### src/npag_pkg.sv
// Shared types and constants for the N-D permute address generator.
package npag_pkg;

  localparam int OFF_W      = 48;
  localparam int IN_DATA_W  = 8;
  localparam int OUT_DATA_W = 96;
  localparam int CFG_IDX_W  = 4;
  localparam int CFG_DATA_W = 16;
  localparam int CFG_AXES   = 4;
  localparam int CFG_SIZE_W = 12;

  typedef logic [CFG_IDX_W-1:0] cfg_idx_t;

  localparam cfg_idx_t CFG_AXIS_SIZE_0  = 4'd0;
  localparam cfg_idx_t CFG_AXIS_SIZE_1  = 4'd1;
  localparam cfg_idx_t CFG_AXIS_SIZE_2  = 4'd2;
  localparam cfg_idx_t CFG_AXIS_SIZE_3  = 4'd3;
  localparam cfg_idx_t CFG_PERM_FIELDS  = 4'd4;
  localparam cfg_idx_t CFG_PERM_LENGTH  = 4'd5;
  localparam cfg_idx_t CFG_ARRAY_RANK   = 4'd6;
  localparam cfg_idx_t CFG_INVERSE_MODE = 4'd7;

  localparam logic [CFG_SIZE_W-1:0] RST_AXIS_SIZE   = 12'd1;
  localparam logic [15:0]           RST_PERM_FIELDS = 16'h4321;
  localparam logic [3:0]            RST_PERM_LENGTH = 4'd4;
  localparam logic [2:0]            RST_ARRAY_RANK  = 3'd2;
  localparam logic                  RST_INVERSE     = 1'b0;

  typedef struct packed {
    logic [CFG_AXES-1:0][CFG_SIZE_W-1:0] axis_size;
    logic [15:0]                         perm_fields;
    logic [3:0]                          perm_length;
    logic [2:0]                          array_rank;
    logic                                inverse_mode;
  } cfg_t;

  typedef enum logic {
    CMD_ADVANCE,
    CMD_RESTART
  } cmd_kind_t;

  typedef struct packed {
    logic      valid;
    cmd_kind_t kind;
  } cmd_t;

endpackage

### src/npag_front.sv
// Input side: accepts transfers, classifies them and queues commands for the walker.
module npag_front (
  input  logic                           clk,
  input  logic                           rst_n,
  input  logic                           in_tvalid,
  output logic                           in_tready,
  // in_tdata: [0] restart, rest zero
  input  logic [npag_pkg::IN_DATA_W-1:0] in_tdata,
  output npag_pkg::cmd_t                 cmd,
  input  logic                           cmd_pop
);

  logic [1:0]          count_r, count_nxt;
  logic                head_r, head_nxt;
  logic                tail_r, tail_nxt;
  npag_pkg::cmd_kind_t slot_r [2];
  npag_pkg::cmd_kind_t kind_c;
  logic                push;

  assign in_tready = (count_r != 2'd2);
  assign push      = in_tvalid && in_tready;
  assign kind_c    = in_tdata[0] ? npag_pkg::CMD_RESTART : npag_pkg::CMD_ADVANCE;

  assign cmd.valid = (count_r != 2'd0);
  assign cmd.kind  = slot_r[head_r];

  always_comb begin
    head_nxt  = head_r;
    tail_nxt  = tail_r;
    count_nxt = count_r;
    if (push) begin
      tail_nxt = ~tail_r;
    end
    if (cmd_pop) begin
      head_nxt = ~head_r;
    end
    if (push && !cmd_pop) begin
      count_nxt = count_r + 2'd1;
    end else if (!push && cmd_pop) begin
      count_nxt = count_r - 2'd1;
    end
  end

  always_ff @(posedge clk) begin
    if (!rst_n) begin
      head_r  <= 1'b0;
      tail_r  <= 1'b0;
      count_r <= 2'd0;
    end else begin
      head_r  <= head_nxt;
      tail_r  <= tail_nxt;
      count_r <= count_nxt;
    end
    if (push) begin
      slot_r[tail_r] <= kind_c;
    end
  end

endmodule

### src/npag_back.sv
// Walker: checks the permutation, derives strides and steps the odometer per element.
module npag_back #(
  parameter int MAX_RANK  = 4,
  parameter int AXIS_BITS = 12
) (
  input  logic                            clk,
  input  logic                            rst_n,
  input  npag_pkg::cfg_t                  cfg,
  input  npag_pkg::cmd_t                  cmd,
  output logic                            cmd_pop,
  output logic                            out_tvalid,
  input  logic                            out_tready,
  // out_tdata: [47:0] source_offset, [95:48] dest_offset
  output logic [npag_pkg::OUT_DATA_W-1:0] out_tdata,
  output logic                            out_tlast,
  // out_tuser: [0] perm_error
  output logic                            out_tuser
);

  localparam int PW       = (MAX_RANK > 1) ? $clog2(MAX_RANK) : 1;
  localparam int RANK_CAP = (MAX_RANK < 4) ? MAX_RANK : 4;
  localparam int OW       = npag_pkg::OFF_W;

  typedef enum logic [1:0] {
    S_RUN,
    S_STRIDE,
    S_DELTA,
    S_FIRST
  } state_t;

  typedef logic [AXIS_BITS-1:0] axis_t;
  typedef logic [OW-1:0]        off_t;
  typedef logic [PW-1:0]        idx_t;

  state_t state_r, state_nxt;
  logic   walk_r, walk_nxt;
  idx_t   cnt_r, cnt_nxt;
  idx_t   perm_r   [MAX_RANK];
  idx_t   perm_nxt [MAX_RANK];
  axis_t  dim_r    [MAX_RANK];
  axis_t  dim_nxt  [MAX_RANK];
  axis_t  osize_r  [MAX_RANK];
  axis_t  osize_nxt[MAX_RANK];
  axis_t  coord_r  [MAX_RANK];
  axis_t  coord_nxt[MAX_RANK];
  off_t   stride_r [MAX_RANK];
  off_t   stride_nxt[MAX_RANK];
  off_t   delta_r  [MAX_RANK];
  off_t   delta_nxt[MAX_RANK];
  off_t   wrap_r, wrap_nxt;
  off_t   src_r, src_nxt;
  off_t   dest_r, dest_nxt;

  logic   out_valid_r, out_valid_nxt;
  off_t   out_src_r, out_src_nxt;
  off_t   out_dest_r, out_dest_nxt;
  logic   out_last_r, out_last_nxt;
  logic   out_err_r, out_err_nxt;

  // restart decode
  logic   bad_c, empty_c;
  idx_t   perm_c [MAX_RANK];
  axis_t  dim_c  [MAX_RANK];
  axis_t  osize_c[MAX_RANK];

  // odometer step
  logic   last_c;
  idx_t   carry_c;
  axis_t  step_c [MAX_RANK];

  logic   can_emit, emit_go;
  idx_t   stride_idx;
  off_t   stride_sel, dim_ext, m1_ext;

  always_comb begin
    logic [3:0] n, r, nd;
    logic [3:0] nib   [4];
    logic [1:0] given [4];
    logic [1:0] inv   [4];
    logic [1:0] chosen[4];
    n = cfg.perm_length;
    bad_c = (n == 4'd0) || (n > 4'(RANK_CAP));
    for (int i = 0; i < 4; i++) begin
      nib[i]   = cfg.perm_fields[4*i +: 4];
      given[i] = 2'(nib[i] - 4'd1);
    end
    for (int i = 0; i < 4; i++) begin
      if (4'(i) < n) begin
        if (nib[i] == 4'd0 || nib[i] > n) begin
          bad_c = 1'b1;
        end
        for (int j = 0; j < i; j++) begin
          if (nib[j] == nib[i]) begin
            bad_c = 1'b1;
          end
        end
      end
    end
    for (int i = 0; i < 4; i++) begin
      inv[i] = 2'd0;
      for (int j = 0; j < 4; j++) begin
        if (4'(j) < n && given[j] == 2'(i)) begin
          inv[i] = 2'(j);
        end
      end
      chosen[i] = cfg.inverse_mode ? inv[i] : given[i];
    end
    // clamp rank, then walk over the larger of rank and permutation length
    r = {1'b0, cfg.array_rank};
    if (r < 4'd2) begin
      r = 4'd2;
    end
    if (r > 4'(RANK_CAP)) begin
      r = 4'(RANK_CAP);
    end
    nd = (r > n) ? r : n;
    for (int k = 0; k < MAX_RANK; k++) begin
      if (k < 4 && 4'(k) < n) begin
        perm_c[k] = PW'(chosen[k % 4]);
      end else begin
        perm_c[k] = PW'(k);
      end
      if (k < 4 && 4'(k) < nd) begin
        dim_c[k] = AXIS_BITS'(cfg.axis_size[k % 4]);
      end else begin
        dim_c[k] = axis_t'(1);
      end
    end
    empty_c = 1'b0;
    for (int k = 0; k < MAX_RANK; k++) begin
      osize_c[k] = dim_c[perm_c[k]];
      if (dim_c[k] == '0) begin
        empty_c = 1'b1;
      end
    end
  end

  always_comb begin
    logic found;
    last_c  = 1'b1;
    found   = 1'b0;
    carry_c = '0;
    for (int k = 0; k < MAX_RANK; k++) begin
      step_c[k] = coord_r[k];
      if (coord_r[k] != osize_r[k] - axis_t'(1)) begin
        last_c = 1'b0;
      end
      if (!found) begin
        if (coord_r[k] == osize_r[k] - axis_t'(1)) begin
          step_c[k] = '0;
        end else begin
          step_c[k] = coord_r[k] + axis_t'(1);
          carry_c   = PW'(k);
          found     = 1'b1;
        end
      end
    end
  end

  assign can_emit   = !out_valid_r || out_tready;
  assign cmd_pop    = (state_r == S_RUN) && cmd.valid && can_emit;
  assign emit_go    = ((state_r == S_FIRST) && can_emit) ||
                      (cmd_pop && cmd.kind == npag_pkg::CMD_ADVANCE && walk_r);
  assign stride_idx = (state_r == S_STRIDE) ? (cnt_r - idx_t'(1)) : perm_r[cnt_r];
  assign stride_sel = stride_r[stride_idx];
  assign dim_ext    = OW'(dim_r[cnt_r - idx_t'(1)]);
  assign m1_ext     = OW'(osize_r[cnt_r] - axis_t'(1));

  always_comb begin
    state_nxt     = state_r;
    walk_nxt      = walk_r;
    cnt_nxt       = cnt_r;
    wrap_nxt      = wrap_r;
    src_nxt       = src_r;
    dest_nxt      = dest_r;
    perm_nxt      = perm_r;
    dim_nxt       = dim_r;
    osize_nxt     = osize_r;
    coord_nxt     = coord_r;
    stride_nxt    = stride_r;
    delta_nxt     = delta_r;
    out_valid_nxt = out_valid_r && !out_tready;
    out_src_nxt   = out_src_r;
    out_dest_nxt  = out_dest_r;
    out_last_nxt  = out_last_r;
    out_err_nxt   = out_err_r;

    case (state_r)
      S_RUN: begin
        if (cmd_pop && cmd.kind == npag_pkg::CMD_RESTART) begin
          walk_nxt = 1'b0;
          if (bad_c) begin
            out_valid_nxt = 1'b1;
            out_src_nxt   = '0;
            out_dest_nxt  = '0;
            out_last_nxt  = 1'b0;
            out_err_nxt   = 1'b1;
          end else if (!empty_c) begin
            perm_nxt      = perm_c;
            dim_nxt       = dim_c;
            osize_nxt     = osize_c;
            stride_nxt[0] = off_t'(1);
            cnt_nxt       = idx_t'(1);
            wrap_nxt      = '0;
            src_nxt       = '0;
            dest_nxt      = '0;
            for (int k = 0; k < MAX_RANK; k++) begin
              coord_nxt[k] = '0;
            end
            state_nxt = S_STRIDE;
          end
        end
      end
      S_STRIDE: begin
        // stride[k] = stride[k-1] * size[k-1], one axis per cycle
        stride_nxt[cnt_r] = stride_sel * dim_ext;
        if (cnt_r == idx_t'(MAX_RANK - 1)) begin
          cnt_nxt   = '0;
          state_nxt = S_DELTA;
        end else begin
          cnt_nxt = cnt_r + idx_t'(1);
        end
      end
      S_DELTA: begin
        // source jump when axis k advances and all faster axes wrap to zero
        delta_nxt[cnt_r] = stride_sel - wrap_r;
        wrap_nxt         = wrap_r + stride_sel * m1_ext;
        if (cnt_r == idx_t'(MAX_RANK - 1)) begin
          cnt_nxt   = '0;
          walk_nxt  = 1'b1;
          state_nxt = S_FIRST;
        end else begin
          cnt_nxt = cnt_r + idx_t'(1);
        end
      end
      S_FIRST: begin
        if (can_emit) begin
          state_nxt = S_RUN;
        end
      end
      default: begin
        state_nxt = S_RUN;
        walk_nxt  = 1'b0;
      end
    endcase

    if (emit_go) begin
      out_valid_nxt = 1'b1;
      out_src_nxt   = src_r;
      out_dest_nxt  = dest_r;
      out_last_nxt  = last_c;
      out_err_nxt   = 1'b0;
      if (last_c) begin
        walk_nxt = 1'b0;
      end else begin
        coord_nxt = step_c;
        src_nxt   = src_r + delta_r[carry_c];
        dest_nxt  = dest_r + off_t'(1);
      end
    end
  end

  always_ff @(posedge clk) begin
    if (!rst_n) begin
      state_r     <= S_RUN;
      walk_r      <= 1'b0;
      out_valid_r <= 1'b0;
    end else begin
      state_r     <= state_nxt;
      walk_r      <= walk_nxt;
      out_valid_r <= out_valid_nxt;
    end
    cnt_r      <= cnt_nxt;
    wrap_r     <= wrap_nxt;
    src_r      <= src_nxt;
    dest_r     <= dest_nxt;
    perm_r     <= perm_nxt;
    dim_r      <= dim_nxt;
    osize_r    <= osize_nxt;
    coord_r    <= coord_nxt;
    stride_r   <= stride_nxt;
    delta_r    <= delta_nxt;
    out_src_r  <= out_src_nxt;
    out_dest_r <= out_dest_nxt;
    out_last_r <= out_last_nxt;
    out_err_r  <= out_err_nxt;
  end

  assign out_tvalid = out_valid_r;
  assign out_tdata  = {out_dest_r, out_src_r};
  assign out_tlast  = out_last_r;
  assign out_tuser  = out_err_r;

endmodule

### src/nd_permute_address_generator.sv
// Top level of the N-D permute address generator: config registers, front queue, walker.
// Accepted advances are queued, popped by the walker and, in a walk, registered as output.
// Throughput: one element per cycle during a walk, set by the single-add odometer step,
// while advances wait and output is not stalled. A restart sweeps strides, then deltas, first.
// Reset (synchronous, active low) empties the queue, idles the walk and loads config defaults.
module nd_permute_address_generator #(
  parameter int MAX_RANK  = 4,
  parameter int AXIS_BITS = 12
) (
  input  logic                            clk,
  input  logic                            rst_n,
  input  logic                            in_tvalid,
  output logic                            in_tready,
  // in_tdata: [0] restart, [7:1] zero
  input  logic [npag_pkg::IN_DATA_W-1:0]  in_tdata,
  output logic                            out_tvalid,
  input  logic                            out_tready,
  // out_tdata: [47:0] source_offset, [95:48] dest_offset
  output logic [npag_pkg::OUT_DATA_W-1:0] out_tdata,
  output logic                            out_tlast,
  // out_tuser: [0] perm_error
  output logic                            out_tuser,
  input  logic                            cfg_valid,
  output logic                            cfg_ready,
  input  npag_pkg::cfg_idx_t              cfg_index,
  input  logic [npag_pkg::CFG_DATA_W-1:0] cfg_data
);

  npag_pkg::cfg_t cfg_r, cfg_nxt;
  npag_pkg::cmd_t cmd;
  logic           cmd_pop;

  assign cfg_ready = 1'b1;

  always_comb begin
    cfg_nxt = cfg_r;
    if (cfg_valid && cfg_ready) begin
      case (cfg_index)
        npag_pkg::CFG_AXIS_SIZE_0:  cfg_nxt.axis_size[0] = cfg_data[11:0];
        npag_pkg::CFG_AXIS_SIZE_1:  cfg_nxt.axis_size[1] = cfg_data[11:0];
        npag_pkg::CFG_AXIS_SIZE_2:  cfg_nxt.axis_size[2] = cfg_data[11:0];
        npag_pkg::CFG_AXIS_SIZE_3:  cfg_nxt.axis_size[3] = cfg_data[11:0];
        npag_pkg::CFG_PERM_FIELDS:  cfg_nxt.perm_fields  = cfg_data;
        npag_pkg::CFG_PERM_LENGTH:  cfg_nxt.perm_length  = cfg_data[3:0];
        npag_pkg::CFG_ARRAY_RANK:   cfg_nxt.array_rank   = cfg_data[2:0];
        npag_pkg::CFG_INVERSE_MODE: cfg_nxt.inverse_mode = cfg_data[0];
        default: ;
      endcase
    end
  end

  always_ff @(posedge clk) begin
    if (!rst_n) begin
      for (int k = 0; k < npag_pkg::CFG_AXES; k++) begin
        cfg_r.axis_size[k] <= npag_pkg::RST_AXIS_SIZE;
      end
      cfg_r.perm_fields  <= npag_pkg::RST_PERM_FIELDS;
      cfg_r.perm_length  <= npag_pkg::RST_PERM_LENGTH;
      cfg_r.array_rank   <= npag_pkg::RST_ARRAY_RANK;
      cfg_r.inverse_mode <= npag_pkg::RST_INVERSE;
    end else begin
      cfg_r <= cfg_nxt;
    end
  end

  npag_front u_front (
    .clk       (clk),
    .rst_n     (rst_n),
    .in_tvalid (in_tvalid),
    .in_tready (in_tready),
    .in_tdata  (in_tdata),
    .cmd       (cmd),
    .cmd_pop   (cmd_pop)
  );

  npag_back #(
    .MAX_RANK  (MAX_RANK),
    .AXIS_BITS (AXIS_BITS)
  ) u_back (
    .clk        (clk),
    .rst_n      (rst_n),
    .cfg        (cfg_r),
    .cmd        (cmd),
    .cmd_pop    (cmd_pop),
    .out_tvalid (out_tvalid),
    .out_tready (out_tready),
    .out_tdata  (out_tdata),
    .out_tlast  (out_tlast),
    .out_tuser  (out_tuser)
  );

`ifndef ASSERT_OFF
  // an error result carries no offsets and no last mark
  a_err_clean: assert property (@(posedge clk) disable iff (!rst_n)
    (out_tvalid && out_tuser) |-> (!out_tlast && out_tdata == '0))
    else $error("error result with non-zero payload");

  // reset leaves the output empty and the queue able to take a transfer
  a_reset_idle: assert property (@(posedge clk)
    !rst_n |=> (!out_tvalid && in_tready))
    else $error("block not idle after reset");

  // a command is only taken from the queue when one is waiting
  a_pop_valid: assert property (@(posedge clk) disable iff (!rst_n)
    cmd_pop |-> cmd.valid)
    else $error("walker popped an empty queue");
`endif

endmodule
### config.mk
export PLATFORM = sky130hd
export DESIGN_NAME = nd_permute_address_generator
export DESIGN_NICKNAME = d
export VERILOG_FILES = /design/src/npag_pkg.sv /design/src/npag_front.sv /design/src/npag_back.sv /design/src/nd_permute_address_generator.sv
export SDC_FILE = /design/constraint.sdc
export NUM_CORES = 2
export LEC_CHECK = 0
export BUFFER_PORTS_ARGS = -buffer_cell sky130_fd_sc_hd__buf_2
export CORE_MARGIN = 5
export CORE_UTILIZATION = 65
export DETAILED_ROUTE_END_ITERATION = 8
export GPL_TIMING_DRIVEN = 1
export PLACE_DENSITY = 0.93
export SYNTH_ARGS = -nofsm -noshare
export SYNTH_HDL_FRONTEND = slang
export SYNTH_SLANG_ARGS = --single-unit
### constraint.sdc
create_clock -name clk -period 23.5 [get_ports clk]
set_input_delay 4.7 -clock clk [delete_from_list [all_inputs] [get_ports clk]]
set_output_delay 4.7 -clock clk [all_outputs]
set_load 0.05 [all_outputs]
======== Yosys cells after proc, flatten, opt, wreduce, memory -nomap -nowiden ========
Memory sizes are Yosys's and may differ from the RTL's. A register that Yosys moved wholly into a read port is not among the register bits.
Cells that the tools add are included.
W data, S select, Z words.
storage, ports and cells
  logic and storage cells ................. 383
  bits of input ports ..................... 33
  output and inout port bits .............. 101
  memories ................................ 1
  bits in registers ....................... 860
  RAM bits ................................ 2
memories
  name            words  bits a word  read ports  clocked after Yosys merged registers in  wr ports  RTL line          RTL
  u_front.slot_r  2      1            1           1                                        1         npag_front.sv:16  npag_pkg::cmd_kind_t slot_r [2];
operators by class
  multiply operators ...................... 2
  add/subtract/negate cells ............... 21
  bitwise operators ....................... 13
  order comparisons ....................... 25
  mux-type cells .......................... 159
  equality and inequality tests ........... 44
  reduce and logical (&&, ||, !) cells .... 72
operator list
  cell                     count
  $mux W48                 34
  $bwmux W192              2
  $mux W12                 23
  $bmux W48 S2             2
  $pmux W48 S2             2
  $bmux W12 S2             6
  $add A48 B48 Y48         2
  $demux W48 S2            1
  $mux W2                  33
  $mux W1                  49
  $add A12 B1 Y12 const B  4
  $add A48 B1 Y48 const B  1
  $eq A12 B12 Y1           4
  $logic_not A12 Y1        4
  $mul A48 B12 Y48         1
  $mul A48 B48 Y48         1
  $ne A12 B12 Y1           4
  $sub A12 B1 Y12 const B  4
  $sub A48 B48 Y48         1
  $eq A4 B4 Y1             6
  $ge A3 B3 Y1 const B     8
  $logic_not A4 Y1         6
  $not A2 Y3               8
  $logic_and A1 B1 Y1      23
  35 further kinds         107

======== Depth between registers and ports, before layout ========
  depth in word-level cells ............... 21
  depth in mapped cells ................... 47
  mapped depth without buffers ............ 42

======== Modules after synthesis ========
A second synthesis with hierarchy kept.
unflattened totals
  cell total of the unflattened synthesis .. 7768
  area total of the unflattened synthesis .. 75575.0 um^2
by module, submodules not included
  module                        cells each  times used  sequential area each (um^2)  area an instance (um^2)
  npag_back                     7472        1           22411.5                      72464.5
  nd_permute_address_generator  269         1           1441.4                       2797.7
  npag_front                    27          1           160.2                        312.8

======== Worst setup path after synthesis ========
No wires, ideal clock.
  kind .................................... reg2reg
  start point ............................. register u_back.cnt_r[1]
  end point ............................... register u_back.wrap_r[41], data pin
  stages on the path, launching flop included .. 45
  slack ................................... 12547 ps
  data arrival time ....................... 10687 ps
  setup time .............................. 266 ps
  path buffers ............................ 9
  period minus slack after synthesis ...... 10953 ps
  path through ............................ edfxtp_1 -> buf_2 -> buf_1 -> inv_1 -> ha_1 -> clkbuf_1 -> inv_1 -> mux2i_4 -> buf_8 -> buf_8 -> buf_2 -> clkbuf_1 -> buf_4 -> mux2i_1 -> a21oi_1 -> buf_2 -> nand2_1 -> fa_1 -> [... 9 more ...] -> fa_1 -> fa_1 -> fa_1 -> inv_1 -> fa_1 -> inv_1 -> ha_1 -> a21o_1 -> a21o_1 -> a2111oi_0 -> o31ai_1 -> a31oi_1 -> nand2_1 -> a21o_1 -> a21o_1 -> a31oi_1 -> xor2_1 -> nor2_1
between the ends
  longest elaborated chain between the ends .. 12
  elaborated cells on any way between the ends .. 17
  classes of those cells .................. add/sub (3); mul (1); mux (11); bitwise (2)
ends and longest elaborated chain
  what                                                     RTL line          RTL
  start: declaration                                       npag_back.sv:37   idx_t cnt_r, cnt_nxt;
  start signal: assignment                                 npag_back.sv:273  cnt_r <= cnt_nxt;
  branches (longest 9 deep; another with $sub A12 B1 Y13)  --
  $mul A48 B48 Y48 *                                       npag_back.sv:227  wrap_nxt = wrap_r + stride_sel * m1_ext;
  $add A48 B48 Y48 *                                       npag_back.sv:227
  $pmux W48 S2 *                                           npag_back.sv:188  case (state_r)
  end signal: assignment                                   npag_back.sv:274  wrap_r <= wrap_nxt;
  end: declaration                                         npag_back.sv:50   off_t wrap_r, wrap_nxt;
Every way passes the cells marked *. The select of a mux whose other input is x is not followed.
A chain may end at the register's enable or synchronous reset.

======== Worst setup path in the final report ========
  start point ............................. register u_back.cnt_r[0]
  end point ............................... register u_back.wrap_r[46], data pin
Same word-level chain as after synthesis.

==> metrics <==
met3 GRT Util=0.0995; Worst path slowest cell=ha_2; clock buffers created by TritonCTS=91; htree depth=3; Tot GR Track Use=0.350; hold crit path type=flop to flop; status=completed; DIE AREA=140000 µm²; WP buf/inv=12; setup TNS=0 ns; area leader, netlist=fa_1; vias=66400; cell row count=133; register bit total from synthesis=863; hold path startpoint=u_back.out_tuser$_SDFFE_PN0P_; met2 Use GR=0.558; Worst Path Arrival=14.34 ns; Net Count, Synth=10500; synth top area cells=fa_1, edfxtp_1, inv_1; IO Pins=134; yosys warns=0; setup ws final=9.72 ns; CP Data Required Time=24.05 ns; Worst Setup SP=u_back.cnt_r[0]$_SDFFCE_PP1P_; dpl cell area=88400 µm²; R2R Path End=u_back.wrap_r[46]$_SDFFCE_PN0P_; fin area=91500 µm²; Slew HR=0.141; cell area after synthesis=86300 µm²; # resized after CTS=0; Initial Utilization=0.655; FMAX=0.0725 GHz; sequential share of the synthesized area=0.278; maxcap violations=0; reg2reg setup slack=9.72 ns; Critical Path End Type=flop; CP delay by family, top=adder cells; critical path startpoint category=flop; fin crit period=13.78 ns; Clock Tree Root=clkbuf_16; count of flip-flops with a built-in enable after synthesis=673; Final Hold Fails=0; IO Port Bufs=125; share of the synthesized area in the top cell type=0.277; clock buffer depth=3; Die X=374 µm; CP max stage delay=0.88 ns; CTS clk-pin slew, worst paths=0.06 ns; hpwl dp=183000 µm; vias per cell=6.25; Worst Reg-to-Reg Cells=36; Iter 0 DRT Violations=8012; GRT met1 Usage=0.428; share of post-route cells with drive strength above 1=0.0630; Slew @ Worst Pin=1.28 ns; Primary FF master, synth=edfxtp_1; core box area=132000 µm²; CTS Sinks=863; period utilization=0.587; Setup CP Type=flop to flop; Layout Skew=0.0603 ns; first-pass GRT wire length=384000 µm; die height=374 µm; Cells after Synth=8886; CTS tree=done; DRT Wirelength=245000 µm; Post-synth ARST share=0; number of remaining DRC errors=0; syn avg cell area=9.71 µm²; total congestion overflow=0; number of antenna violations at the first check in global routing=5; latest clock arrival within the worst-skew pair=0.74 ns; Antenna Nets Post-Route=0; Place WS=10.0 ns; Worst R2R Start=u_back.cnt_r[0]$_SDFFCE_PP1P_; Syn-to-layout area delta=5.96%; CTS Hold Buffers Added=0; busiest grt layer=met2; RSZ-0062 raised after global routing=false; largest net degree at the start of global routing=123; vias in the first global route=70300; nets=10400; CP max FO=64; GP Congestion=1.01; Final Slew Violations=0; crit path to=u_back.wrap_r[46]$_SDFFCE_PN0P_; 1st-pass router iterations=7; Final setup viols=0; Min Hold Slack=0.463 ns; critical path depth=36; wire per inst=23.1 µm; Setup Fix Bufs, Post-CTS=0; Yosys cell types=97
==> cell usage in the layout, fill, tap and decap left out, types with 23 or more instances in the layout <==
cell / netlist / final
mux2i_1: 179 / 178
mux2_2: 71 / 71
o21bai_1: 37 / 37
a21oi_1: 372 / 360
nor4_1: 23 / 23
xnor2_1: 242 / 240
edfxtp_1: 673 / 673
and2_1: 211 / 205
inv_1: 1650 / 1648
o21ai_1: 26 / 24
o21ai_0: 255 / 251
nor2_1: 611 / 609
ha_1: 408 / 407
o21a_1: 37 / 37
mux4_2: 34 / 34
a31oi_1: 32 / 32
and3_1: 56 / 56
a211oi_1: 73 / 72
dfxtp_1: 190 / 190
fa_1: 1193 / 1193
a21o_1: 142 / 142
nand2b_1: 82 / 81
nand2_1: 1103 / 1103
xor2_1: 129 / 123
nand4_1: 43 / 43
o211ai_1: 33 / 33
clkbuf_16: 0 / 91
buf_4: 8 / 100
nand3_1: 185 / 185
nor2b_1: 62 / 62
buf_2: 66 / 125
nor3_1: 49 / 48
==> state kept, by name, summed over array words and instances, names as in the netlist, 2 cells and up, named ones only <==
register and cells:
u_back.delta_r 192, u_back.stride_r 192, cfg_r 72, u_back.coord_r 48, u_back.dest_r 48, u_back.dim_r 48, u_back.osize_r 48, u_back.out_dest_r 48
u_back.out_src_r 48, u_back.src_r 48, u_back.wrap_r 48, u_back.perm_r 8, u_back.cnt_r 2, u_back.state_r 2, u_front.count_r 2, u_front.slot_r 2
==> synth_stat cells, drive strengths merged, types with 185 or more instances <==
master / number
ha: 408
inv: 1652
a21oi: 376
xnor2: 244
nand2: 1105
nand3: 185
edfxtp: 673
o21ai: 281
clkbuf: 314
nor2: 612
and2: 211
fa: 1193
dfxtp: 190
==> worst min-delay path by stage <==
stage	slack, ns	cells after the start	to
2_1_floorplan	0.44	1	u_back.dest_r[47]$_DFF_P_
4_1_cts	0.47	2	u_back.out_tuser$_SDFFE_PN0P_
5_1_grt	0.49	2	u_back.out_tuser$_SDFFE_PN0P_
6_report	0.46	2	u_back.out_tuser$_SDFFE_PN0P_
3_5_place_dp	0.45	2	u_back.out_tuser$_SDFFE_PN0P_
3_3_place_gp	0.45	2	cfg_r[48]$_SDFFE_PN1P_
==> logic make-up (layout without fill, tap and decap cells) <==
kind of cell	after synthesis	count (layout)	synth area share
AOI/OAI and AO/OA	1160	1160	0.0836
xor gates and xnor gates	375	375	0.0386
adders and majority gates	1601	1601	0.336
buffers and inverters	2078	2051	0.0926
DFF	863	863	0.278
muxes	287	287	0.0396
other	1	6	0.0000434
and+or+nand+nor	2521	2521	0.132
==> stage by stage <==
step | util | std cells
6_report | 0.694 | 10600
5_1_grt | 0.694 | 10600
4_1_cts | 0.694 | 10600
3_5_place_dp | 0.671 | 10400
3_3_place_gp | 0.671 | 10400
2_1_floorplan | - | 8886
==> final cells by class <==
type	instances	area, µm²
Multi-Input combinational cell	5945	54600
Fill cell	8971	40300
Sequential cell	863	24000
Inverter	1657	6220
Clock buffer	113	2400
Tap cell	1755	2200
Timing Repair Buffer	225	1380
Clock inverter	56	642
Antenna cell	5	12.5
==> worst reg2reg max path: cells and delay by family (launching register included) <==
kind	cells	cell delay [ns]
AO/OA/AOI/OAI	10	3.96
buffers and inverters	12	3.40
multiplexers	3	1.11
flip-flops	1	0.33
adder cells (fa/ha/maj)	10	4.69
XOR/XNOR	1	0.13
==> metal layers <==
metal,share of wire,vias to the layer above
met2,0.46,4630
met5,0.00014,-
met4,0.073,4
met3,0.12,1242
met1,0.34,32400
li1,-,28100
Power is not shown: default switching activity piles up to over one toggle a cycle in this logic, so the estimate is an artifact.
